`src/rtl/midi_track_event_parser_assert.svh`:
```
// Assertion macros for the MIDI track parser RTL.
`ifndef MIDI_TRACK_EVENT_PARSER_ASSERT_SVH
`define MIDI_TRACK_EVENT_PARSER_ASSERT_SVH

// same-cycle implication, checked out of reset
`define MTEP_ASSERT_NOW(lbl, ante, cons, msg) \
    lbl: assert property (@(posedge clk) disable iff (!rst_n) (ante) |-> (cons)) else $error(msg);

// next-cycle implication, checked out of reset
`define MTEP_ASSERT_NEXT(lbl, ante, cons, msg) \
    lbl: assert property (@(posedge clk) disable iff (!rst_n) (ante) |=> (cons)) else $error(msg);

`endif

```
`src/rtl/mtep_pkg.sv`:
```
// Types, codes and constants for the MIDI track event parser.
package mtep_pkg;

    localparam int TICK_WIDTH_DEF       = 32;
    localparam int LENGTH_MAX_BYTES_DEF = 4;

    localparam int LEN_W      = 28;
    localparam int TICK_OUT_W = 32;

    // result queue
    localparam int OUTQ_DEPTH = 4;
    localparam int OUTQ_PTR_W = 2;
    localparam int OUTQ_CNT_W = 3;

    localparam logic [7:0] ST_META      = 8'hFF;
    localparam logic [7:0] ST_SYSEX     = 8'hF0;
    localparam logic [7:0] ST_SYSEX_ESC = 8'hF7;
    localparam logic [7:0] ST_SYSTEM    = 8'hF0;
    localparam logic [7:0] META_EOT     = 8'h2F;
    localparam logic [3:0] TYPE_PROGRAM = 4'hC;
    localparam logic [3:0] TYPE_PRESS   = 4'hD;

    typedef enum logic [3:0] {
        PH_DELTA     = 4'd0,
        PH_STATUS    = 4'd1,
        PH_DATA0     = 4'd2,
        PH_DATA1     = 4'd3,
        PH_META_TYPE = 4'd4,
        PH_META_LEN  = 4'd5,
        PH_SYSEX_LEN = 4'd6,
        PH_PAYLOAD   = 4'd7,
        PH_EOT_SKIP  = 4'd8
    } phase_t;

    typedef enum logic [2:0] {
        KIND_CHANNEL = 3'd0,
        KIND_META    = 3'd1,
        KIND_SYSEX   = 3'd2,
        KIND_PAYLOAD = 3'd3,
        KIND_END     = 3'd4,
        KIND_ERROR   = 3'd5
    } kind_t;

    typedef enum logic [3:0] {
        ERR_TRUNC_DELTA   = 4'd0,
        ERR_TRUNC_EVENT   = 4'd1,
        ERR_TRUNC_META    = 4'd2,
        ERR_TRUNC_EOT     = 4'd3,
        ERR_TRUNC_META_PL = 4'd4,
        ERR_TRUNC_SYSEX   = 4'd5,
        ERR_TRUNC_DATA    = 4'd6,
        ERR_NO_RUNNING    = 4'd7,
        ERR_UNEXPECTED    = 4'd8
    } err_t;

    typedef struct packed {
        kind_t                   kind;
        logic [TICK_OUT_W-1:0]   tick;
        logic [7:0]              status;
        logic [7:0]              meta_kind;
        logic [7:0]              data_first;
        logic [7:0]              data_second;
        logic [LEN_W-1:0]        payload_length;
        logic [7:0]              payload_byte;
        err_t                    error_code;
        logic                    run_last;
    } result_t;

    typedef struct packed {
        logic [1:0] count;
        result_t    r0;
        result_t    r1;
    } res_pair_t;

    typedef struct packed {
        logic at_reset;
        logic ignoring;
    } core_status_t;

endpackage

```
`src/rtl/mtep_core.sv`:
```
// Parser state registers and the combinational per-byte step logic.
module mtep_core #(
    parameter int TICK_WIDTH       = mtep_pkg::TICK_WIDTH_DEF,
    parameter int LENGTH_MAX_BYTES = mtep_pkg::LENGTH_MAX_BYTES_DEF
) (
    input  logic                  clk,
    input  logic                  rst_n,
    input  logic                  fire,
    input  logic [7:0]            byte_in,
    input  logic                  last_in,
    output mtep_pkg::res_pair_t   pair,
    output mtep_pkg::core_status_t core_st
);

    localparam int LW = mtep_pkg::LEN_W;
    localparam int SW = ((TICK_WIDTH > LW) ? TICK_WIDTH : LW) + 1;
    localparam logic [SW-1:0] TICK_MAX_EXT = {{(SW-TICK_WIDTH){1'b0}}, {TICK_WIDTH{1'b1}}};

    mtep_pkg::phase_t        phase_reg, phase_next;
    logic [LW-1:0]           acc_reg, acc_next;
    logic [2:0]              cnt_reg, cnt_next;
    logic [TICK_WIDTH-1:0]   tick_reg, tick_next;
    logic [7:0]              run_reg, run_next;
    logic [7:0]              cur_reg, cur_next;
    logic [7:0]              meta_reg, meta_next;
    logic [7:0]              held_reg, held_next;
    logic [LW-1:0]           rem_reg, rem_next;
    logic                    ign_reg, ign_next;

    logic [LW-1:0]           len_acc;
    logic [2:0]              len_cnt;
    logic                    len_done;
    logic                    len_long;
    logic [SW-1:0]           tick_sum;
    logic [TICK_WIDTH-1:0]   tick_sat;
    logic [TICK_WIDTH-1:0]   tick_res;
    logic [LW-1:0]           rem_dec;

    logic                    do_af;
    logic [7:0]              af_status;
    logic                    do_hdr;
    logic                    hdr_meta;
    logic                    do_item_done;

    logic                    prim_valid;
    mtep_pkg::result_t       prim;
    logic                    term_valid;
    logic                    term_err;
    mtep_pkg::err_t          term_code;
    mtep_pkg::result_t       term;

    assign len_acc  = {acc_reg[LW-8:0], byte_in[6:0]};
    assign len_cnt  = cnt_reg + 3'd1;
    assign len_done = !byte_in[7];
    assign len_long = byte_in[7] && (len_cnt >= 3'(LENGTH_MAX_BYTES));
    assign tick_sum = SW'(tick_reg) + SW'(len_acc);
    assign tick_sat = (tick_sum > TICK_MAX_EXT) ? {TICK_WIDTH{1'b1}}
                                                : tick_sum[TICK_WIDTH-1:0];
    assign rem_dec  = rem_reg - LW'(1);

    always_comb
    begin
        phase_next = phase_reg;
        acc_next   = acc_reg;
        cnt_next   = cnt_reg;
        tick_next  = tick_reg;
        run_next   = run_reg;
        cur_next   = cur_reg;
        meta_next  = meta_reg;
        held_next  = held_reg;
        rem_next   = rem_reg;
        ign_next   = ign_reg;

        do_af        = 1'b0;
        af_status    = cur_reg;
        do_hdr       = 1'b0;
        hdr_meta     = 1'b0;
        do_item_done = 1'b0;
        prim_valid   = 1'b0;
        prim         = '0;
        term_valid   = 1'b0;
        term_err     = 1'b0;
        term_code    = mtep_pkg::ERR_TRUNC_DELTA;

        if (!ign_reg)
        begin
            unique case (phase_reg)
                mtep_pkg::PH_DELTA:
                begin
                    acc_next = len_acc;
                    cnt_next = len_cnt;
                    if (len_long)
                    begin
                        term_valid = 1'b1;
                        term_err   = 1'b1;
                        term_code  = mtep_pkg::ERR_TRUNC_DELTA;
                    end
                    else if (len_done)
                    begin
                        tick_next  = tick_sat;
                        phase_next = mtep_pkg::PH_STATUS;
                        if (last_in)
                        begin
                            term_valid = 1'b1;
                            term_err   = 1'b1;
                            term_code  = mtep_pkg::ERR_TRUNC_EVENT;
                        end
                    end
                    else if (last_in)
                    begin
                        term_valid = 1'b1;
                        term_err   = 1'b1;
                        term_code  = mtep_pkg::ERR_TRUNC_DELTA;
                    end
                end
                mtep_pkg::PH_STATUS:
                begin
                    if (byte_in == mtep_pkg::ST_META)
                    begin
                        run_next   = '0;
                        cur_next   = mtep_pkg::ST_META;
                        phase_next = mtep_pkg::PH_META_TYPE;
                        if (last_in)
                        begin
                            term_valid = 1'b1;
                            term_err   = 1'b1;
                            term_code  = mtep_pkg::ERR_TRUNC_META;
                        end
                    end
                    else if (byte_in == mtep_pkg::ST_SYSEX || byte_in == mtep_pkg::ST_SYSEX_ESC)
                    begin
                        run_next   = '0;
                        cur_next   = byte_in;
                        phase_next = mtep_pkg::PH_SYSEX_LEN;
                        acc_next   = '0;
                        cnt_next   = '0;
                        if (last_in)
                        begin
                            term_valid = 1'b1;
                            term_err   = 1'b1;
                            term_code  = mtep_pkg::ERR_TRUNC_SYSEX;
                        end
                    end
                    else if (byte_in[7])
                    begin
                        cur_next   = byte_in;
                        run_next   = byte_in;
                        phase_next = mtep_pkg::PH_DATA0;
                        if (last_in)
                        begin
                            term_valid = 1'b1;
                            term_err   = 1'b1;
                            term_code  = mtep_pkg::ERR_TRUNC_DATA;
                        end
                    end
                    else if (run_reg == '0)
                    begin
                        term_valid = 1'b1;
                        term_err   = 1'b1;
                        term_code  = mtep_pkg::ERR_NO_RUNNING;
                    end
                    else
                    begin
                        // running status: this byte is already the first data byte
                        cur_next  = run_reg;
                        held_next = byte_in;
                        do_af     = 1'b1;
                        af_status = run_reg;
                    end
                end
                mtep_pkg::PH_DATA0:
                begin
                    held_next = byte_in;
                    do_af     = 1'b1;
                    af_status = cur_reg;
                end
                mtep_pkg::PH_DATA1:
                begin
                    prim_valid       = 1'b1;
                    prim.kind        = mtep_pkg::KIND_CHANNEL;
                    prim.status      = cur_reg;
                    prim.data_first  = held_reg;
                    prim.data_second = byte_in;
                    do_item_done     = 1'b1;
                end
                mtep_pkg::PH_META_TYPE:
                begin
                    meta_next  = byte_in;
                    phase_next = mtep_pkg::PH_META_LEN;
                    acc_next   = '0;
                    cnt_next   = '0;
                    if (last_in)
                    begin
                        term_valid = 1'b1;
                        term_err   = 1'b1;
                        term_code  = mtep_pkg::ERR_TRUNC_META;
                    end
                end
                mtep_pkg::PH_META_LEN:
                begin
                    acc_next = len_acc;
                    cnt_next = len_cnt;
                    if (len_long || (!len_done && last_in))
                    begin
                        term_valid = 1'b1;
                        term_err   = 1'b1;
                        term_code  = mtep_pkg::ERR_TRUNC_META;
                    end
                    else if (len_done && meta_reg == mtep_pkg::META_EOT)
                    begin
                        if (len_acc == '0)
                        begin
                            term_valid = 1'b1;
                        end
                        else
                        begin
                            rem_next   = len_acc;
                            phase_next = mtep_pkg::PH_EOT_SKIP;
                            if (last_in)
                            begin
                                term_valid = 1'b1;
                                term_err   = 1'b1;
                                term_code  = mtep_pkg::ERR_TRUNC_EOT;
                            end
                        end
                    end
                    else if (len_done)
                    begin
                        do_hdr   = 1'b1;
                        hdr_meta = 1'b1;
                    end
                end
                mtep_pkg::PH_SYSEX_LEN:
                begin
                    acc_next = len_acc;
                    cnt_next = len_cnt;
                    if (len_long || (!len_done && last_in))
                    begin
                        term_valid = 1'b1;
                        term_err   = 1'b1;
                        term_code  = mtep_pkg::ERR_TRUNC_SYSEX;
                    end
                    else if (len_done)
                    begin
                        do_hdr = 1'b1;
                    end
                end
                mtep_pkg::PH_PAYLOAD:
                begin
                    prim_valid        = 1'b1;
                    prim.kind         = mtep_pkg::KIND_PAYLOAD;
                    prim.status       = cur_reg;
                    prim.meta_kind    = (cur_reg == mtep_pkg::ST_META) ? meta_reg : 8'h00;
                    prim.payload_byte = byte_in;
                    rem_next          = rem_dec;
                    if (rem_dec == '0)
                    begin
                        do_item_done = 1'b1;
                    end
                    else if (last_in)
                    begin
                        term_valid = 1'b1;
                        term_err   = 1'b1;
                        term_code  = (cur_reg == mtep_pkg::ST_META)
                                     ? mtep_pkg::ERR_TRUNC_META_PL
                                     : mtep_pkg::ERR_TRUNC_SYSEX;
                    end
                end
                mtep_pkg::PH_EOT_SKIP:
                begin
                    rem_next = rem_dec;
                    if (rem_dec == '0)
                    begin
                        term_valid = 1'b1;
                    end
                    else if (last_in)
                    begin
                        term_valid = 1'b1;
                        term_err   = 1'b1;
                        term_code  = mtep_pkg::ERR_TRUNC_EOT;
                    end
                end
                default:
                begin
                    phase_next = mtep_pkg::PH_DELTA;
                    acc_next   = '0;
                    cnt_next   = '0;
                end
            endcase

            // first data byte in hand: decide on one or two data bytes
            if (do_af)
            begin
                if (af_status >= mtep_pkg::ST_SYSTEM)
                begin
                    term_valid = 1'b1;
                    term_err   = 1'b1;
                    term_code  = mtep_pkg::ERR_UNEXPECTED;
                end
                else if (af_status[7:4] == mtep_pkg::TYPE_PROGRAM
                         || af_status[7:4] == mtep_pkg::TYPE_PRESS)
                begin
                    prim_valid       = 1'b1;
                    prim.kind        = mtep_pkg::KIND_CHANNEL;
                    prim.status      = af_status;
                    prim.data_first  = byte_in;
                    do_item_done     = 1'b1;
                end
                else
                begin
                    phase_next = mtep_pkg::PH_DATA1;
                    if (last_in)
                    begin
                        term_valid = 1'b1;
                        term_err   = 1'b1;
                        term_code  = mtep_pkg::ERR_TRUNC_DATA;
                    end
                end
            end

            if (do_hdr)
            begin
                prim_valid          = 1'b1;
                prim.kind           = hdr_meta ? mtep_pkg::KIND_META : mtep_pkg::KIND_SYSEX;
                prim.status         = cur_reg;
                prim.meta_kind      = hdr_meta ? meta_reg : 8'h00;
                prim.payload_length = len_acc;
                if (len_acc == '0)
                begin
                    do_item_done = 1'b1;
                end
                else
                begin
                    rem_next   = len_acc;
                    phase_next = mtep_pkg::PH_PAYLOAD;
                    if (last_in)
                    begin
                        term_valid = 1'b1;
                        term_err   = 1'b1;
                        term_code  = hdr_meta ? mtep_pkg::ERR_TRUNC_META_PL
                                              : mtep_pkg::ERR_TRUNC_SYSEX;
                    end
                end
            end

            if (do_item_done)
            begin
                phase_next = mtep_pkg::PH_DELTA;
                acc_next   = '0;
                cnt_next   = '0;
                if (last_in)
                begin
                    term_valid = 1'b1;
                end
            end
        end

        // results carry the tick before the chunk-end clear below
        tick_res = tick_next;

        if (last_in)
        begin
            phase_next = mtep_pkg::PH_DELTA;
            acc_next   = '0;
            cnt_next   = '0;
            tick_next  = '0;
            run_next   = '0;
            cur_next   = '0;
            meta_next  = '0;
            held_next  = '0;
            rem_next   = '0;
            ign_next   = 1'b0;
        end
        else if (term_valid)
        begin
            ign_next = 1'b1;
        end
    end

    // tick on results is the value after this byte's delta update
    always_comb
    begin
        term            = '0;
        term.kind       = term_err ? mtep_pkg::KIND_ERROR : mtep_pkg::KIND_END;
        term.tick       = mtep_pkg::TICK_OUT_W'(tick_res);
        term.error_code = term_err ? term_code : mtep_pkg::ERR_TRUNC_DELTA;
        term.run_last   = 1'b1;

        pair.count       = {1'b0, prim_valid} + {1'b0, term_valid};
        pair.r1          = term;
        pair.r0          = prim;
        pair.r0.tick     = mtep_pkg::TICK_OUT_W'(tick_res);
        pair.r0.run_last = !term_valid;
        if (!prim_valid)
        begin
            pair.r0 = term;
        end
    end

    assign core_st.at_reset = (phase_reg == mtep_pkg::PH_DELTA) && (cnt_reg == '0)
                              && (tick_reg == '0) && (run_reg == '0) && !ign_reg;
    assign core_st.ignoring = ign_reg;

    always_ff @(posedge clk or negedge rst_n)
    begin
        if (!rst_n)
        begin
            phase_reg <= mtep_pkg::PH_DELTA;
            acc_reg   <= '0;
            cnt_reg   <= '0;
            tick_reg  <= '0;
            run_reg   <= '0;
            cur_reg   <= '0;
            meta_reg  <= '0;
            held_reg  <= '0;
            rem_reg   <= '0;
            ign_reg   <= 1'b0;
        end
        else if (fire)
        begin
            phase_reg <= phase_next;
            acc_reg   <= acc_next;
            cnt_reg   <= cnt_next;
            tick_reg  <= tick_next;
            run_reg   <= run_next;
            cur_reg   <= cur_next;
            meta_reg  <= meta_next;
            held_reg  <= held_next;
            rem_reg   <= rem_next;
            ign_reg   <= ign_next;
        end
    end

endmodule

```
`src/rtl/mtep_outq.sv`:
```
// Result queue: takes up to two results per cycle, delivers one per cycle on pop.
module mtep_outq (
    input  logic                                clk,
    input  logic                                rst_n,
    input  logic                                push_en,
    input  mtep_pkg::res_pair_t                 push_pair,
    input  logic                                pop,
    output logic                                not_empty,
    output logic [mtep_pkg::OUTQ_CNT_W-1:0]     count,
    output mtep_pkg::result_t                   head
);

    mtep_pkg::result_t                  q_mem [mtep_pkg::OUTQ_DEPTH];
    logic [mtep_pkg::OUTQ_PTR_W-1:0]    wr_ptr_reg, wr_ptr_next;
    logic [mtep_pkg::OUTQ_PTR_W-1:0]    rd_ptr_reg, rd_ptr_next;
    logic [mtep_pkg::OUTQ_CNT_W-1:0]    cnt_reg, cnt_next;
    logic [1:0]                         push_n;
    logic [mtep_pkg::OUTQ_PTR_W-1:0]    wr_ptr_b;

    assign push_n      = push_en ? push_pair.count : 2'd0;
    assign wr_ptr_b    = wr_ptr_reg + mtep_pkg::OUTQ_PTR_W'(1);
    assign wr_ptr_next = wr_ptr_reg + mtep_pkg::OUTQ_PTR_W'(push_n);
    assign rd_ptr_next = rd_ptr_reg + mtep_pkg::OUTQ_PTR_W'(pop);
    assign cnt_next    = cnt_reg + mtep_pkg::OUTQ_CNT_W'(push_n)
                         - mtep_pkg::OUTQ_CNT_W'(pop);

    assign not_empty = (cnt_reg != '0);
    assign count     = cnt_reg;
    assign head      = q_mem[rd_ptr_reg];

    always_ff @(posedge clk)
    begin
        if (push_n != 2'd0)
        begin
            q_mem[wr_ptr_reg] <= push_pair.r0;
        end
        if (push_n == 2'd2)
        begin
            q_mem[wr_ptr_b] <= push_pair.r1;
        end
    end

    always_ff @(posedge clk or negedge rst_n)
    begin
        if (!rst_n)
        begin
            wr_ptr_reg <= '0;
            rd_ptr_reg <= '0;
            cnt_reg    <= '0;
        end
        else
        begin
            wr_ptr_reg <= wr_ptr_next;
            rd_ptr_reg <= rd_ptr_next;
            cnt_reg    <= cnt_next;
        end
    end

endmodule

```
`src/rtl/midi_track_event_parser.sv`:
```
// MIDI track chunk parser: byte input register, step logic, result queue.
// Path: an accepted word is held in the input register, fires when the queue has room.
// Throughput: one input word per cycle while results drain at one per cycle; the four-entry
// result queue sets it, input stalls when a word that may add two results finds no room.
// Reset (rst_n low, async): parser state returns to start of chunk, tick zero, queue empty.
module midi_track_event_parser #(
    parameter int TICK_WIDTH       = mtep_pkg::TICK_WIDTH_DEF,
    parameter int LENGTH_MAX_BYTES = mtep_pkg::LENGTH_MAX_BYTES_DEF
) (
    input  logic                            clk,
    input  logic                            rst_n,
    input  logic                            in_valid,
    output logic                            in_stall,
    input  logic [7:0]                      in_byte,
    input  logic                            chunk_last,
    output logic                            out_valid,
    input  logic                            out_stall,
    output logic [2:0]                      kind,
    output logic [mtep_pkg::TICK_OUT_W-1:0] tick,
    output logic [7:0]                      status,
    output logic [7:0]                      meta_kind,
    output logic [7:0]                      data_first,
    output logic [7:0]                      data_second,
    output logic [mtep_pkg::LEN_W-1:0]      payload_length,
    output logic [7:0]                      payload_byte,
    output logic [3:0]                      error_code,
    output logic                            run_last
);

`include "midi_track_event_parser_assert.svh"

    logic                                in_full_reg, in_full_next;
    logic [7:0]                          byte_reg;
    logic                                last_reg;
    logic                                accept;
    logic                                fire;
    logic                                room;
    logic                                pop;
    logic [mtep_pkg::OUTQ_CNT_W-1:0]     q_count;
    mtep_pkg::res_pair_t                 pair;
    mtep_pkg::core_status_t              core_st;
    mtep_pkg::result_t                   head;

    // room for the worst case of two results from the held word
    assign room     = (q_count <= mtep_pkg::OUTQ_CNT_W'(mtep_pkg::OUTQ_DEPTH - 2));
    assign fire     = in_full_reg && room;
    assign in_stall = in_full_reg && !room;
    assign accept   = in_valid && !in_stall;
    assign pop      = out_valid && !out_stall;

    always_comb
    begin
        in_full_next = in_full_reg;
        if (accept)
        begin
            in_full_next = 1'b1;
        end
        else if (fire)
        begin
            in_full_next = 1'b0;
        end
    end

    always_ff @(posedge clk or negedge rst_n)
    begin
        if (!rst_n)
        begin
            in_full_reg <= 1'b0;
        end
        else
        begin
            in_full_reg <= in_full_next;
        end
    end

    always_ff @(posedge clk)
    begin
        if (accept)
        begin
            byte_reg <= in_byte;
            last_reg <= chunk_last;
        end
    end

    mtep_core #(
        .TICK_WIDTH       (TICK_WIDTH),
        .LENGTH_MAX_BYTES (LENGTH_MAX_BYTES)
    ) u_core (
        .clk     (clk),
        .rst_n   (rst_n),
        .fire    (fire),
        .byte_in (byte_reg),
        .last_in (last_reg),
        .pair    (pair),
        .core_st (core_st)
    );

    mtep_outq u_outq (
        .clk       (clk),
        .rst_n     (rst_n),
        .push_en   (fire),
        .push_pair (pair),
        .pop       (pop),
        .not_empty (out_valid),
        .count     (q_count),
        .head      (head)
    );

    assign kind           = head.kind;
    assign tick           = head.tick;
    assign status         = head.status;
    assign meta_kind      = head.meta_kind;
    assign data_first     = head.data_first;
    assign data_second    = head.data_second;
    assign payload_length = head.payload_length;
    assign payload_byte   = head.payload_byte;
    assign error_code     = head.error_code;
    assign run_last       = head.run_last;

    `MTEP_ASSERT_NOW(a_queue_bound, 1'b1, q_count <= mtep_pkg::OUTQ_CNT_W'(mtep_pkg::OUTQ_DEPTH), "result queue overrun")
    `MTEP_ASSERT_NOW(a_pair_order, fire && pair.count == 2'd2, !pair.r0.run_last && pair.r1.run_last, "run_last misplaced in result pair")
    `MTEP_ASSERT_NOW(a_ignore_quiet, fire && core_st.ignoring, pair.count == 2'd0, "result emitted while skipping rest of chunk")
    `MTEP_ASSERT_NEXT(a_chunk_reset, fire && last_reg, core_st.at_reset, "parser state not cleared at chunk end")
    `MTEP_ASSERT_NOW(a_last_ends, fire && last_reg && !core_st.ignoring, pair.count != 2'd0, "chunk end produced no result")

endmodule
```
`config.mk`:
```
export PLATFORM = sky130hd
export DESIGN_NAME = midi_track_event_parser
export DESIGN_NICKNAME = d
export VERILOG_FILES = /design/src/rtl/mtep_pkg.sv /design/src/rtl/mtep_core.sv /design/src/rtl/mtep_outq.sv /design/src/rtl/midi_track_event_parser.sv
export VERILOG_INCLUDE_DIRS = /design/src /design/src/rtl
export SDC_FILE = /design/constraint.sdc
export NUM_CORES = 1
export LEC_CHECK = 0
export ABC_AREA = 1
export BUFFER_PORTS_ARGS = -buffer_cell sky130_fd_sc_hd__buf_2
export CAP_MARGIN = 0
export CORE_ASPECT_RATIO = 0.9
export CORE_MARGIN = 2
export CORE_UTILIZATION = 62
export CTS_CLUSTER_SIZE = 20
export DETAILED_ROUTE_END_ITERATION = 16
export PLACE_DENSITY = 0.85
export SYNTH_ARGS = -nofsm -noshare
export SYNTH_HDL_FRONTEND = slang
export SYNTH_SLANG_ARGS = --single-unit
```
`constraint.sdc`:
```
create_clock -name clk -period 5.8 [get_ports clk]
set_input_delay 0.29 -clock clk [delete_from_list [all_inputs] [get_ports clk]]
set_output_delay 0.29 -clock clk [all_outputs]
set_load 0.02 [all_outputs]
```
# Yosys cells after proc, flatten, opt, wreduce, memory -nomap -nowiden
# Memory sizes are Yosys's and may differ from the RTL's.
# Cells that the tools add are included.
[totals]
output_inout_bits = 110
mem_bits_rw = 432
register_bits = 138
mem_count = 1
wordCells = 290
inputBits = 13
[mem_list]
columns = ["memory", "words", "word_bits", "read_ports", "rd_clocked_by_memory_dff", "wr", "line_no", "source"]
rows = [
  ["u_outq.q_mem", 4, 108, 1, 0, 2, "mtep_outq.sv:13", "mtep_pkg::result_t q_mem [mtep_pkg::OUTQ_DEPTH];"],
]
[op_classes]
n_mux = 197
n_reduce_logical = 39
n_addsub = 9
eq_ne = 24
n_lt_le_gt_ge = 4
[ops]
columns = ["op", "n"]
rows = [
  ["2-to-1 mux 8 bit", 38],
  ["2-to-1 mux 28 bit", 8],
  ["2-to-1 mux 32 bit", 6],
  ["2-to-1 mux 4 bit", 34],
  ["2-to-1 mux 108 bit", 1],
  ["2-to-1 mux 21 bit", 5],
  ["2-to-1 mux 1 bit", 71],
  ["2-to-1 mux 68 bit", 1],
  ["one-hot mux 21 bit (3 select lines)", 1],
  ["logical NOT 28 bit", 2],
  ["one-hot mux 28 bit (2 select lines)", 1],
  ["2-to-1 mux 3 bit", 14],
  ["adder 32 x 28 -> 33 bit", 1],
  ["> comparator 33 x 32 -> 1 bit, second input constant", 1],
  ["== test 8 bit, second input constant", 4],
  ["2-to-1 mux 16 bit", 2],
  ["one-hot mux 4 bit (7 select lines)", 1],
  ["subtractor 28 x 1 -> 28 bit, second input constant", 1],
  ["one-hot mux 4 bit (5 select lines)", 1],
  ["== test 4 x 3 -> 1 bit, second input constant", 4],
  ["one-hot mux 8 bit (2 select lines)", 1],
  ["== test 4 bit, second input constant", 3],
  ["2-to-1 mux 2 bit", 6],
  ["inequality test 3 bit, second input constant", 4],
  ["39 further kinds", 62],
]

# Depth between registers and ports, before layout
# Gate-level depths: netlist of run 1.
[logic_depth]
depth_word = 23
ltp_mapped = 32
mapped_depth_nobuf = 32

# Cells and area by module
# A second synthesis of run 1 with hierarchy kept.
[unflattened]
cells_unflattened = 4629
area_unflattened_um2 = 35003.6
[modules_own_cells]
columns = ["mod", "seq_area_each_um2", "cells_each", "instances", "area_per_inst_um2"]
rows = [
  ["mtep_outq", 13147.6, 2968, 1, 23844.1],
  ["mtep_core", 3027.9, 1639, 1, 10809.1],
  ["midi_track_event_parser", 295.3, 22, 1, 350.3],
]

# Worst setup path after synthesis of run 1
# No wires, ideal clock.
[synth_path]
path_type = "register to register"
start = "register u_core.rem_reg[0]"
end = "memory u_outq.q_mem[1][3] in the netlist's numbering (data pin)"
t_required_ps = 5640
n_path_buf = 0
period_less_slack_ps = 4585
setup_slack_ps = 1215
stages_incl_launch_ff = 31
t_arrival_ps = 4425
setup_ps = 160
path_cell_list = "dfrtp_1 > inv_1 > ha_1 > nand2_2 > nor2_4 > nand2_1 > nand2_1 > nand2_1 > nor2_1 > nand2_1 > nor2_1 > nand2_1 > nor2_2 > nand2_1 > nand3_1 > nand2_1 > inv_1 > nand3_1 > o21ai_0 > inv_1 > ha_1 > inv_1 > nor2_1 > nor2_2 > inv_2 > nand3_2 > inv_1 > nor2_2 > inv_1 > o21ai_1 > nor3_1"
[synth_lines]
columns = ["item", "line_no", "source"]
rows = [
  ["start, declared", "mtep_core.sv:27", "logic [LW-1:0] rem_reg, rem_next;"],
  ["start signal, assigned", "mtep_core.sv:429", "rem_reg <= rem_next;"],
  ["end, declared", "mtep_outq.sv:13", ""],
]

==> impl_metrics.ini, run 1 <==
[status]
status = finished, final reports clean

[synth]
ys_ff_latch = 570
yosysSeqAreaShare_pct = 50.9
yosysWarnings = 0
synth.net_count = 3428
ys_types = 51
postSynthCellCount = 3376
ys.flop_type = dfxtp_1
synth_edf_count = 157
avgSynthCellArea_um2 = 7.94
netlist_area_um2 = 26800
async_flop_share_pct = 22.6

[pwr]
p_per_area_nw_per_um2 = 495
power_mw = 14.7
power_leakage_nw = 12.0
ir_drop_mv = 0.331

[sta]
finalCritPeriodShare_pct = 92.2
worst_slew_pin_slew_ns = 1.09
drv_slew = 0
finalSetupViolCount = 0
setup_ws_ns = 0.452
rsz0062_at_grt = true
tns_ns = 0
finalHoldViolCount = 0
maxSlewHeadroom_pct = 26.5
min_period_ns = 5.35
timing.fmax_mhz = 187
fin_skew_ns = 0.0133
whs_ns = 0.222

[die]
die_w_um = 223
die_h_um = 201
die_area_um2 = 44900
rows = 72
boundaryPins = 123
coreArea_um2 = 42800
initial_core_util_pct = 62.6

[setup_path]
crit_path_end_kind = register
cpPeakStageDelay_ns = 0.47
cp_max_fo = 19
worstSetupPathType = register to register
critPathArrivalTime_ns = 5.70
required_ns = 6.15
crit_top_cell = nand2_1
cpMaxStageDelayCell = o21ai_1
worstSetupStartpointType = register

[clocking]
clock_latency_ns = 0.63
cts.clk_slew.worst_paths_ns = 0.07
clockBufferDepth = 3
cts_tree = built
numCtsBuffers = 55
cts_setup_buffers = 0
cts.sinks = 570
htreeDepth = 2
clockRootBuffer = clkbuf_16

[global_route]
grt_pass1_vias = 24325
overflow = 0
antenna_found_initial = 1
grt_pass1_wl_um = 132000
grtUsageTotal_pct = 37.2
grt_max_degree = 135

[drt]
totalWireLength_um = 84900
via_per_inst = 6.33
drc = 0
drt_iter0_markers = 3328
first_pass_iters = 6
vias = 25523
ant_nets = 0
route.detailed.wl_per_inst_um = 21.1

[layout]
regArea_um2 = 13600
layout.nets = 3484
drive_gt1_share_pct = 9.98
multi_input_area_um2 = 11700
syn_to_final_growth_pct = 11.2
largest_reg_flops = 432
fill_cells = 3253
final_cells = 4034

[run]
max_cap_viol_count = 0

[place]
place_hpwl_um = 53700
dp_cells = 3918
place_ws_ns = 0.202
finalWeightedCongestion = 0.987
portBuffers = 122

[min_path]
hold_class = primary input to register
## timing repair
action,CTS,global route
hold endpoints to repair,55,0
hold buffers,11,0
setup endpoints to repair,0,118
resized for setup,0,9
## power by group
part	leakage [nW]	internal (mW)	switching [mW]
Combinational	5.65	1.66	4.44
Sequential	5.48	4.49	0.443
Clock	0.905	2.13	1.58
## layout by cell type, fill, tap and decap left out, types with 5 or more instances in the layout
master,count
a22oi_1,17
nand3_1,96
o21ai_2,15
xor2_1,23
o22ai_1,161
dfxtp_1,284
buf_4,48
bufinv_16,6
nor2_2,15
dlygate4sd3_1,11
clkbuf_16,57
nand4_1,10
nor2_1,486
nor2_4,10
nand2_1,732
o21a_1,8
nor3_1,24
dfrtp_1,127
buf_2,121
or2_2,8
inv_1,167
buf_12,5
inv_2,23
clkbuf_1,16
o21ai_1,21
edfxtp_1,157
clkinv_1,6
clkinv_2,11
o21ai_0,607
o211ai_1,33
xnor2_1,15
a21oi_1,66
ha_1,37
## synth_stat cells, types with 6 or more instances
master	instances	area share, %
nand2_1	733	10
o21ai_0	608	11
nor2_1	488	6.8
dfxtp_1	284	21
inv_1	170	2.4
o22ai_1	161	3.8
edfxtp_1	157	18
clkbuf_1	149	2.1
dfrtp_1	129	12
nand3_1	96	1.8
a21oi_1	66	1.2
ha_1	37	1.7
o211ai_1	33	0.92
buf_2	28	0.52
nor3_1	24	0.45
xor2_1	23	0.75
inv_2	22	0.31
o21ai_1	20	0.37
a22oi_1	17	0.48
nor2_2	16	0.37
o21ai_2	15	0.49
xnor2_1	15	0.49
nand4_1	10	0.23
o21a_1	8	0.22
or2_2	8	0.19
buf_1	6	0.084
nor2_4	6	0.25
## metal layers
layer | vias up | GRT usage, % | wire [um]
li1 | 11512 | - | -
met1 | 12153 | 50.9 | 33900
met2 | 1635 | 58.9 | 39000
met3 | 223 | 6.37 | 9070
met4 | 0 | 15.2 | 2970
met5 | - | 0 | 0
## path summary, 6_finish.rpt
path                            cells past startpoint  slack (ns)                 from                   end
worst max-delay path                               32        0.45    u_core.rem_reg[0]    u_outq.q_mem[2][3]
worst min-delay path                                3        0.22            out_stall  u_outq.rd_ptr_reg[0]
worst max register to register                     32        0.45    u_core.rem_reg[0]    u_outq.q_mem[2][3]
worst min register to register                      2        0.45  u_outq.q_mem[2][11]   u_outq.q_mem[2][11]
max in group asynchronous                           3        4.21                rst_n     u_core.run_reg[1]
min in group asynchronous                           2        0.39                rst_n       u_outq.count[2]
## critical path, delay by kind of cell (launching register included)
kind	cells	cell delay, ns
AO/OA/AOI/OAI	2	0.67
adder cells (fa/ha/maj)	2	0.66
buffers and inverters	7	0.92
flip-flops	1	0.40
AND/OR/NAND/NOR	21	2.42
## cell families after synthesis
group	share of synthesized area (%)
buffers and inverters	5.57
AO/OA/AOI/OAI	19.4
multiplexers	0.0374
XOR/XNOR	1.24
AND/OR/NAND/NOR	21.1
adder cells (fa/ha/maj)	1.88
flip-flops	50.9
## through the flow
stage / area (um2) / util (%)
floorplan: 26800 / -
global placement: 27800 / 65.1
detailed placement: 27800 / 65.1
CTS: 29800 / 69.6
global route: 29800 / 69.7
finish: 29800 / 69.7
## final cells by class
type / count / share of cell area (%)
sequential: 570 / 45.7
multi-input combinational: 2425 / 39.3
clock buffer: 77 / 5.17
timing repair buffer: 186 / 4.00
inverter: 194 / 2.48
tap: 555 / 2.33
clock inverter: 25 / 0.982
antenna: 2 / 0.0168
No activity file was read; power rests on OpenSTA's default activity.
==> run 2, diff against run 1 <==
CORE_ASPECT_RATIO = default   (was 0.9)
REMOVE_ABC_BUFFERS = 1   (was default)
==> impl_metrics.ini, run 2 (synthesis results as in run 1) <==
[run]
max_cap_viol_count = 0

[layout]
largest_reg_flops = 432
drive_gt1_share_pct = 10.1
layout.nets = 3485
layout_common_cells = nand2_1, o21ai_0, nor2_1
final_common_cell = nand2_1
syn_to_final_growth_pct = 10.9
antenna_cells = 0
design_area_um2 = 29700

[global_route]
antenna_found_initial = 0
grtUsageTotal_pct = 37.1
busiest_layer = met2
use_met3_pct = 6.51
grt_max_degree = 121
grt_pass1_wl_um = 131000
grtUsageMet2_pct = 58.5
grt_pass1_vias = 24276
gr-usage-met1_pct = 50.6
overflow = 0

[sta]
fin_skew_ns = 0.0447
timing.fmax_mhz = 189
drv_slew = 0
min_period_ns = 5.30
finalSetupViolCount = 0
worst_slew_pin_slew_ns = 1.24
whs_ns = 0.133
rsz0062_at_grt = false
finalHoldViolCount = 0
finalCritPeriodShare_pct = 91.4
maxSlewHeadroom_pct = 17.3

[setup_path]
critPathArrivalTime_ns = 5.62
crit_top_cell = nand2_1
cpPeakStageDelay_ns = 0.66
cp_max_fo = 81
crit_path_end_kind = register
rr_startpoint = u_core.rem_reg[0]
r2r_setup_slack_ns = 0.50
worstSetupPathType = register to register
worstSetupStartpointType = register
ff2ff_path_depth = 29
required_ns = 6.12
cpMaxStageDelayCell = buf_6
rr_endpoint = u_outq.q_mem[3][93]

[place]
finalWeightedCongestion = 1.03
place_hpwl_um = 52400
postPlaceCellArea_um2 = 27900
portBuffers = 122

[clocking]
clockRootBuffer = clkbuf_16
clock_latency_ns = 0.64
cts_setup_buffers = 0
cts.clk_slew.worst_paths_ns = 0.07
cts.sinks = 570
numCtsBuffers = 55
htreeDepth = 2
cts_tree = built
clockBufferDepth = 3

[drt]
first_pass_iters = 6
vias = 25500
totalWireLength_um = 84100
drt_iter0_markers = 3136
drc = 0
ant_nets = 0
route.detailed.wl_per_inst_um = 20.7
via_per_inst = 6.28

[pwr]
ir_drop_mv = 0.367
p_per_area_nw_per_um2 = 484
power_leakage_nw = 12.0

[min_path]
whs_endpoint = u_outq.rd_ptr_reg[0]
hp-start = out_stall
hold_class = primary input to register
whs_path_depth = 3

[die]
die_area_um2 = 44900
boundaryPins = 123
die_w_um = 212
rows = 76
initial_core_util_pct = 62.5
coreArea_um2 = 42900
die_h_um = 212

[status]
status = finished, final reports clean
==> run 2: how the worst max path moves through the flow <==
stage,start,endpoint,slack [ns],cells past startpoint
6_report,u_core.rem_reg[0],u_outq.q_mem[3][93],0.50,29
2_1_floorplan,u_outq.rd_ptr_reg[0],data_first[0],-2.68,3
3_3_place_gp,u_core.rem_reg[0],u_outq.q_mem[3][94],0.68,27
3_5_place_dp,u_core.rem_reg[0],u_outq.q_mem[3][85],0.49,29
4_1_cts,u_core.rem_reg[0],u_outq.q_mem[3][85],0.45,29
5_1_grt,u_core.rem_reg[0],u_outq.q_mem[3][93],0.08,29
==> run 2: what timing repair did <==
| action | in CTS | in global routing |
|---|---|---|
| hold endpoints to repair | 66 | 0 |
| hold buffers | 11 | 0 |
| resized for setup | 0 | 1 |
| setup endpoints to repair | 0 | 70 |
==> run 2: cell type report <==
cell class	instances	area, um2
Clock buffer	75	1520
Clock inverter	27	174
Fill cell	3342	13200
Inverter	194	733
Multi-Input combinational cell	2424	11700
Sequential cell	570	13600
Tap cell	585	732
Timing Repair Buffer	188	1210
==> run 2: metal layers <==
layer	share of wire, %	up-vias	wire, um
met2	46	1572	38400
li1	-	11537	-
met5	0	-	0
met1	40	12133	33600
met4	4.0	0	3330
met3	10	258	8790
==> run 2: critical path, delay by kind of cell (launching register included) <==
kind                     cells  cell delay (ns)
AO/OA/AOI/OAI                1             0.20
adder cells (fa/ha/maj)      2             0.61
buffers and inverters        5             1.04
flip-flops                   1             0.41
AND/OR/NAND/NOR             21             2.69
==> run 2: power breakdown <==
part | switching (mW) | internal (mW) | total (mW)
Clock | 1.58 | 1.85 | 3.43
Sequential | 0.432 | 4.49 | 4.93
Combinational | 4.37 | 1.66 | 6.03
==> run 2: stage by stage <==
stage | instances | utilization (%) | setup TNS [ns] | total power [mW] | setup slack [ns]
6_report | 4063 | 69.3 | 0 | 14.4 | 0.500
2_1_floorplan | 3188 | - | -588.59 | 8.70 | -2.68
5_1_grt | 4063 | 69.3 | 0 | 15.0 | 0.0818
3_5_place_dp | 3950 | 65.1 | 0 | 10.9 | 0.488
3_3_place_gp | 3950 | 65.1 | 0 | 10.7 | 0.678
4_1_cts | 4063 | 69.3 | 0 | 14.3 | 0.452
